[src/rtl/core/csm_pkg.sv]
// ----------------------------------------------------------------------------
// csm_pkg: shared definitions for the cubic solarisation tone map
// Widths of the fixed-point datapath, register indexes and reset values,
// and the sideband record that travels with each word down the pipeline.
// ----------------------------------------------------------------------------
package csm_pkg;

  localparam int G_W       = 8;   // subpixel width
  localparam int COORD_W   = 9;   // curve space coordinate width
  localparam int FRAC_W    = 16;  // fractional bits of the Q16 values
  localparam int P_W       = COORD_W + 3;           // signed 4g - x1 - x2
  localparam int PMAG_W    = COORD_W + 1;           // magnitude of p
  localparam int N_W       = PMAG_W + FRAC_W;       // dividend and quotient
  localparam int DIV_BITS  = 2;                     // quotient bits per stage
  localparam int DIV_STAGES = N_W / DIV_BITS;
  localparam int T2_W      = 2 * N_W - FRAC_W;      // t squared, Q16
  localparam int SPLIT_W   = T2_W / 2;              // low half of t squared
  localparam int PP_W      = (T2_W - SPLIT_W) + N_W; // partial product width
  localparam int T3_W      = T2_W + N_W - FRAC_W;   // t cubed, Q16
  localparam int Q3_W      = N_W + 2;               // 3t
  localparam int M_W       = T3_W + 1;              // signed 3t - t cubed
  localparam int DY_W      = COORD_W + 1;           // signed y1 - y2
  localparam int PR_W      = DY_W + M_W;            // dy * s
  localparam int BASE_W    = COORD_W + 1 + FRAC_W - 1; // (y1+y2) * 2^15
  localparam int Y_W       = PR_W;                  // curve height, Q16
  localparam int OUT_SHIFT = FRAC_W + 1;            // y / 2^17
  localparam int POLY_STAGES = 7;

  localparam logic [COORD_W-1:0] X1_RESET = COORD_W'(128);
  localparam logic [COORD_W-1:0] Y1_RESET = COORD_W'(384);
  localparam logic [COORD_W-1:0] X2_RESET = COORD_W'(384);
  localparam logic [COORD_W-1:0] Y2_RESET = COORD_W'(128);
  localparam logic [G_W-1:0]     G_MAX    = '1;

  typedef enum logic [1:0] {
    CFG_FIRST_X  = 2'd0,
    CFG_FIRST_Y  = 2'd1,
    CFG_SECOND_X = 2'd2,
    CFG_SECOND_Y = 2'd3
  } cfg_reg_t;

  // Carried alongside the arithmetic so the last stage can pick the result.
  typedef struct packed {
    logic [G_W-1:0] g;    // original subpixel
    logic           deg;  // both extrema share x
    logic           neg;  // sign of t
  } csm_side_t;

endpackage

[src/rtl/core/csm_div.sv]
// ----------------------------------------------------------------------------
// csm_div: pipelined unsigned restoring divider
// DIV_BITS quotient bits per stage and a new dividend each cycle adv is high.
// The user, not the divider, keeps the divisor steady while words are in flight.
// ----------------------------------------------------------------------------
module csm_div
  import csm_pkg::*;
(
  input  logic                 clk,
  input  logic                 rst,
  input  logic                 adv,
  input  logic                 in_valid,
  input  logic [N_W-1:0]       in_num,
  input  csm_side_t            in_side,
  input  logic [COORD_W-1:0]   den,
  output logic                 out_valid,
  output logic [N_W-1:0]       out_quot,
  output csm_side_t            out_side
);

  typedef struct packed {
    logic [COORD_W-1:0] rem;
    logic [N_W-1:0]     work;  // dividend bits shift out the top, quotient in
  } div_state_t;

  function automatic div_state_t div_step(div_state_t s, logic [COORD_W-1:0] d);
    logic [COORD_W:0] trial;
    div_state_t       r;
    trial  = {s.rem, s.work[N_W-1]};
    r.work = {s.work[N_W-2:0], 1'b0};
    if (trial >= {1'b0, d}) begin
      trial     = trial - {1'b0, d};
      r.work[0] = 1'b1;
    end
    r.rem = trial[COORD_W-1:0];
    return r;
  endfunction

  logic [DIV_STAGES-1:0] valid;
  div_state_t            st      [DIV_STAGES];
  div_state_t            st_next [DIV_STAGES];
  csm_side_t             side    [DIV_STAGES];

  always_comb begin
    div_state_t src;
    for (int i = 0; i < DIV_STAGES; i++) begin
      if (i == 0) begin
        src.rem  = '0;
        src.work = in_num;
      end else begin
        src = st[i-1];
      end
      for (int j = 0; j < DIV_BITS; j++) begin
        src = div_step(src, den);
      end
      st_next[i] = src;
    end
  end

  always_ff @(posedge clk) begin
    if (rst) begin
      valid <= '0;
    end else if (adv) begin
      valid <= {valid[DIV_STAGES-2:0], in_valid};
    end
  end

  always_ff @(posedge clk) begin
    if (adv) begin
      side[0] <= in_side;
      for (int i = 0; i < DIV_STAGES; i++) begin
        st[i] <= st_next[i];
      end
      for (int i = 1; i < DIV_STAGES; i++) begin
        side[i] <= side[i-1];
      end
    end
  end

  assign out_valid = valid[DIV_STAGES-1];
  assign out_quot  = st[DIV_STAGES-1].work;
  assign out_side  = side[DIV_STAGES-1];

endmodule

[config.mk]
export PLATFORM = sky130hd
export DESIGN_NAME = csm_div
export DESIGN_NICKNAME = d
export VERILOG_FILES = /design/src/rtl/core/csm_pkg.sv /design/src/rtl/core/csm_div.sv
export SDC_FILE = /design/constraint.sdc
export NUM_CORES = 1
export LEC_CHECK = 0
export BUFFER_PORTS_ARGS = -buffer_cell sky130_fd_sc_hd__buf_2
export CORE_MARGIN = 2
export CORE_UTILIZATION = 60
export DETAILED_ROUTE_END_ITERATION = 10
export PLACE_DENSITY = 0.8
export REMOVE_ABC_BUFFERS = 1
export SYNTH_ARGS = -nofsm -noshare
export SYNTH_HDL_FRONTEND = slang
export SYNTH_SLANG_ARGS = --single-unit
[constraint.sdc]
create_clock -name clk -period 8.49 [get_ports clk]
set_input_delay 0.849 -clock clk [delete_from_list [all_inputs] [get_ports clk]]
set_output_delay 0.849 -clock clk [all_outputs]
set_load 0.03 [all_outputs]
==> impl_metrics.env, run 1 <==
export IMPL_wl_per_cell_um=18.44
export IMPL_tns_ns=0
export IMPL_core_area_sq_um=48650
export IMPL_clockBufferDepth=3
export IMPL_ys_seq_area_share_pct=59.78
export IMPL_hp_class="input pin to flip-flop"
export IMPL_final_cell_mix="edfxtp_1 (576), ha_1 (227), mux2_2 (115), a21oi_1 (113), inv_1 (106)"
export IMPL_final_common_cell="edfxtp_1"
export IMPL_grt_pass1_vias=16954
export IMPL_synth_warnings=0
export IMPL_drv_cap=0
export IMPL_fin_util_pct=66.48
export IMPL_endpoint_kind="flip-flop"
export IMPL_crit_type="input pin to flip-flop"
export IMPL_maxSlewHeadroom_pct=26.95
export IMPL_synth_seq_cells=589
export IMPL_cts_hold_buf=0
export IMPL_route_detailed_drc=0
export IMPL_dieWidth_um=225.2
export IMPL_grt_pass1_wl_um=84490
export IMPL_grt_use_total_pct=20.96
export IMPL_ir_drop_mv=0.2469
export IMPL_tightest_slew_ns=1.096
export IMPL_cts_sinks=589
export IMPL_synthToLayoutAreaGrowth_pct=10.11
export IMPL_firstDrtPassIters=5
export IMPL_p_seq_share_pct=31.1
export IMPL_synth_top_flop_cell="edfxtp_1"
export IMPL_p_switching_mw=4.766
export IMPL_first_iter_violations=1173
export IMPL_place_port_buffers=85
export IMPL_drv_slew=0
export IMPL_final_nets=2482
export IMPL_avgSynthCellArea_sq_um=14.15
export IMPL_clkPwrFrac_pct=19.2
export IMPL_fin_area_sq_um=32340
export IMPL_die_area_sq_um=50740
export IMPL_pwr_share_comb_pct=49.7
export IMPL_clock_skew_ns=0.02650
export IMPL_rows=81
export IMPL_internal_power_mw=9.016
export IMPL_total_power_mw=13.78
export IMPL_synthCells=2076
export IMPL_power_leakage_nw=12.57
export IMPL_vias_per_cell=5.844
export IMPL_cts_buffers=59
export IMPL_crit_required_ns=8.85
export IMPL_drive_gt1_share_pct=16.83
export IMPL_max_freq_mhz=170.7
export IMPL_wl_um=52560
export IMPL_status="finished, final reports clean"
export IMPL_antenna_found_initial=0
export IMPL_gp_congestion=0.8921
export IMPL_hold_viol=0
export IMPL_worst_path_max_fanout=31
export IMPL_placed_area_sq_um=30350
export IMPL_cts_setup_buffers=0
export IMPL_h_tree_depth=2
export IMPL_grt_overflow=0
export IMPL_powerDensity_nw_per_um2=426.1
export IMPL_synth_edf_count=576
export IMPL_synth_cell_types=72
export IMPL_start_util_pct=60.37
export IMPL_clkLatencyLatePin_ns=0.62
export IMPL_p_sw_share_pct=34.58
export IMPL_ant_nets=0
export IMPL_path_clk_slew_ns=0.06
export IMPL_finalCriticalPeriod_ns=5.859
export IMPL_die_h_um=225.2
export IMPL_critPathArrivalTime_ns=6.22
export IMPL_async_flop_share_pct=0
export IMPL_grt_max_degree=156
export IMPL_syn_area_sq_um=29370
export IMPL_cts_root_buf="clkbuf_16"
export IMPL_hpwl_um=35520
export IMPL_rsz0062_at_grt="no"
export IMPL_finalSetupViolCount=0
export IMPL_cts_tree="done"
export IMPL_fin_crit_sh_pct=69.02
export IMPL_via_count=16655
export IMPL_diodes=0
export IMPL_boundaryPins=86
export IMPL_ctsResizeCount=0
export IMPL_start_kind="input pin"
==> layer usage <==
layer / global-route usage (%) / part of all wire, % / vias up / wire length (um)
met5: 0 / 0 / - / 0
li1: - / - / 8079 / -
met1: 27.60 / 44 / 8087 / 23240
met3: 3.064 / 4.4 / 110 / 2308
met2: 35.31 / 48 / 379 / 25480
met4: 8.203 / 2.9 / 0 / 1528
==> synth_stat cells, types with 30 or more instances <==
library cell	instances	area, sq um
mux2_2	115	1295
nand2_1	68	255.2
nand3_1	31	155.2
nor2_1	94	352.8
mux2i_1	31	310.3
a21oi_1	113	565.5
buf_4	37	277.8
inv_1	107	401.6
xor2_1	62	543.0
o21ai_0	89	445.4
a21o_1	72	540.5
mux2_4	32	480.5
ha_1	227	2840
edfxtp_1	576	17300
nor3_1	30	150.1
xnor2_1	75	656.9
==> registers in the layout (all words and copies together) (netlist names) <==
name   count
valid     13
st       446
side     130
==> power groups by stage <==
stage	clock (mW)	sequential (mW)	combinational, mW
after floorplan	0	4.26	5.44
after global placement	0	4.32	6.47
after detailed placement	0	4.33	6.74
after CTS	2.71	4.28	6.81
after global routing	2.80	4.33	7.54
final	2.64	4.29	6.86
==> worst paths after layout <==
kind / slack (ns) / start / depth (start not counted) / end
hold / removal: 0.40 / in_side[0] / 1 / side[0][0]
setup reg to reg: 3.00 / st[0][270] / 18 / st[1][31]
setup / recovery: 2.63 / den[1] / 18 / st[0][204]
hold reg to reg: 0.41 / st[1][21] / 0 / st[1][58]
==> per-stage QoR <==
step                      std cells  setup slack [ns]  hold WS, ns
final                          2850             2.631       0.3997
after global routing           2850             2.203       0.3799
after CTS                      2850             2.623       0.3653
after detailed placement       2743             1.981       0.4045
after global placement         2743             2.217       0.4002
after floorplan                2017             2.215       0.4003
==> worst max-delay path: stages <==
cell,delay (ns)
buf_2,0.11
inv_2,0.45
buf_4,0.57
fa_1,0.35
a211oi_1,0.09
nor2_1,0.20
o221ai_1,0.19
a21oi_1,0.28
or2_1,0.36
mux2_2,0.40
ha_1,0.33
a21o_1,0.19
a21oi_1,0.26
o21ai_0,0.14
a21o_1,0.21
a211oi_1,0.27
o31a_1,0.52
mux2_2,0.39
==> cell type report <==
| class | instances | area [sq um] |
|---|---|---|
| inverters | 107 | 401.6 |
| multi-input cells | 1321 | 11010 |
| clock buffers | 76 | 1602 |
| flip-flops and latches | 589 | 17560 |
| repair buffers | 104 | 603.1 |
| well taps | 622 | 778.2 |
| clock inverters | 31 | 391.6 |
| fillers | 3380 | 16310 |
==> logic make-up after synthesis <==
| family | share of synthesized area, % |
|---|---|
| xor gates and xnor gates | 4.086 |
| muxes | 7.140 |
| adders and majority gates | 11.31 |
| DFF | 59.78 |
| AOI/OAI and AO/OA | 9.377 |
| buffers and inverters | 2.744 |
| and+or+nand+nor | 5.568 |
No activity file was read; power rests on OpenSTA's default activity.
==> run 2, diff against run 1 <==
==> constraint.sdc (replaced) <==
create_clock -name clk -period 5.59 [get_ports clk]
set_input_delay 0.559 -clock clk [delete_from_list [all_inputs] [get_ports clk]]
set_output_delay 0.559 -clock clk [all_outputs]
set_load 0.03 [all_outputs]
==> run 2 against run 1 <==
Effect of this change: critical path depth is 1 higher; die area did not move; clock-buffer cell count shrank 6; worst setup slack worse by 2.0 ns; final cell count is 2.1% higher.
==> impl_metrics.env, run 2 (synthesized netlist as in run 1, its figures left out) <==
export IMPL_vias_per_cell=5.865
export IMPL_dieWidth_um=225.2
export IMPL_via_count=17072
export IMPL_wl_per_cell_um=18.59
export IMPL_maxSlewHeadroom_pct=47.56
export IMPL_status="finished, final reports clean"
export IMPL_gp_congestion=0.8727
export IMPL_r2r_cells=19
export IMPL_final_cells=2911
export IMPL_placed_cells=2799
export IMPL_ir_drop_mv=0.3340
export IMPL_critPathMaxStageDelay_ns=0.46
export IMPL_crit_slowest_cell="edfxtp_1"
export IMPL_diodes=0
export IMPL_drv_slew=0
export IMPL_synthToLayoutAreaGrowth_pct=11.82
export IMPL_die_area_sq_um=50740
export IMPL_power_leakage_nw=12.88
export IMPL_core_area_sq_um=48650
export IMPL_hp_class="input pin to flip-flop"
export IMPL_hpwl_um=36930
export IMPL_first_iter_violations=1135
export IMPL_clockBufferDepth=3
export IMPL_crit_chain="inv_1 -> ha_1 -> inv_1 -> fa_1 -> a211oi_1 -> nor2_1 -> o221ai_1 -> a21oi_1 -> or2_1 -> mux2_2 -> ha_1 -> a21o_1 -> a21oi_1 -> o21ai_0 -> a21o_1 -> a211oi_1 -> o31a_1 -> buf_4 -> mux2_2"
export IMPL_cts_setup_buffers=0
export IMPL_grt_overflow=0
export IMPL_largest_reg_flops=446
export IMPL_crit_buf_inv=3
export IMPL_firstDrtPassIters=5
export IMPL_finalCriticalPeriod_ns=4.968
export IMPL_place_ws_ns=0.1418
export IMPL_cts_buffers=59
export IMPL_final_nets=2538
export IMPL_fillers=3351
export IMPL_start_util_pct=60.37
export IMPL_start_kind="flip-flop"
export IMPL_die_h_um=225.2
export IMPL_critPathArrivalTime_ns=5.34
export IMPL_grt_pass1_vias=17314
export IMPL_seq_area_sq_um=17560
export IMPL_final_common_cell="edfxtp_1"
export IMPL_crit_type="flip-flop to flip-flop"
export IMPL_h_tree_depth=2
export IMPL_fin_crit_sh_pct=88.87
export IMPL_endpoint_kind="flip-flop"
export IMPL_antenna_found_initial=0
export IMPL_path_delay_family="compound AO/OA/AOI/OAI gates"
export IMPL_cts_tree="done"
export IMPL_place_port_buffers=85
export IMPL_rows=81
export IMPL_holdPathStages=1
export IMPL_cts_hold_buf=0
export IMPL_grt_max_degree=123
export IMPL_path_clk_slew_ns=0.06
export IMPL_reg_largest_list="st: 446 flops, side: 130 flops, valid: 13 flops"
export IMPL_tightest_slew_ns=0.7867
export IMPL_setup_ws_ns=0.6224
export IMPL_tns_ns=0
export IMPL_clkLatencyLatePin_ns=0.63
export IMPL_drv_cap=0
export IMPL_hold_viol=0
export IMPL_wl_um=54130
export IMPL_clock_skew_ns=0.01384
export IMPL_worst_path_max_fanout=10
export IMPL_grt_use_total_pct=21.70
export IMPL_finalSetupViolCount=0
export IMPL_powerDensity_nw_per_um2=647.7
export IMPL_rsz0062_at_grt="no"
export IMPL_path_depth=19
export IMPL_grt_pass1_wl_um=87350
export IMPL_final_cell_mix="edfxtp_1 (576), ha_1 (227), mux2_2 (115), a21oi_1 (113), inv_1 (106)"
export IMPL_ant_nets=0
export IMPL_max_freq_mhz=201.3
export IMPL_crit_required_ns=5.96
export IMPL_drive_gt1_share_pct=18.96
export IMPL_boundaryPins=86
export IMPL_route_detailed_drc=0
export IMPL_top_register="st"
export IMPL_cts_root_buf="clkbuf_16"
export IMPL_ctsResizeCount=0
export IMPL_multi_input_area_sq_um=11010
export IMPL_cts_sinks=589
[run 2: cell types whose count changed in the layout (fill, tap and decap cells not counted), moves of 2 or more]
cell | previous run | this run
inv_16 | 0 | 2
buf_4 | 17 | 63
buf_12 | 2 | 12
clkinv_8 | 2 | 0
bufinv_16 | 8 | 6
clkinv_1 | 7 | 13
clkinv_2 | 7 | 14
clkbuf_1 | 12 | 8
[run 2: area by class of cell]
type	count	area share [%]
multi-input cells	1321	33.52
repair buffers	160	3.498
inverters	107	1.223
clock buffers	70	4.713
clock inverters	42	1.219
well taps	622	2.370
flip-flops and latches	589	53.46
[run 2: path summary, 6_finish.rpt]
kind / start / to / slack [ns]
max: st[0][165] / st[0][209] / 0.62
max reg2reg: st[0][165] / st[0][209] / 0.62
min reg2reg: st[0][141] / st[0][178] / 0.41
min: in_num[10] / st[0][12] / 0.11
[run 2: power by group]
group | total, mW | internal [mW] | switching [mW]
clock | 3.93 | 2.27 | 1.66
combinational | 10.8 | 5.46 | 5.36
sequential | 6.52 | 6.15 | 0.367
[run 2: stage by stage]
step	instance area, sq um	utilization, %	power [mW]	hold WS, ns
after floorplan	28970	-	14.74	0.4003
after global placement	30890	63.50	16.81	0.4004
after detailed placement	30890	63.50	17.21	0.4045
after CTS	32840	67.51	21.29	0.07367
after global routing	32840	67.51	22.66	0.07713
final	32840	67.51	21.27	0.1055
[run 2: routing by layer]
layer  track usage [%]  vias up  share of wire [%]
li1                  -     8215                  -
met1             29.30     8286                 45
met2             35.49      432                 47
met3             3.742      139                4.7
met4             8.075        0                3.3
met5                 0        -                  0
[run 2: worst register-to-register path, stage by stage, from the launching register on]
cell and delay, ns:
edfxtp_1 0.46, inv_1 0.10, ha_1 0.13, inv_1 0.07
fa_1 0.43, a211oi_1 0.24, nor2_1 0.11, o221ai_1 0.26
a21oi_1 0.16, or2_1 0.38, mux2_2 0.35, ha_1 0.33
a21o_1 0.19, a21oi_1 0.18, o21ai_0 0.13, a21o_1 0.22
a211oi_1 0.27, o31a_1 0.18, buf_4 0.18, mux2_2 0.35
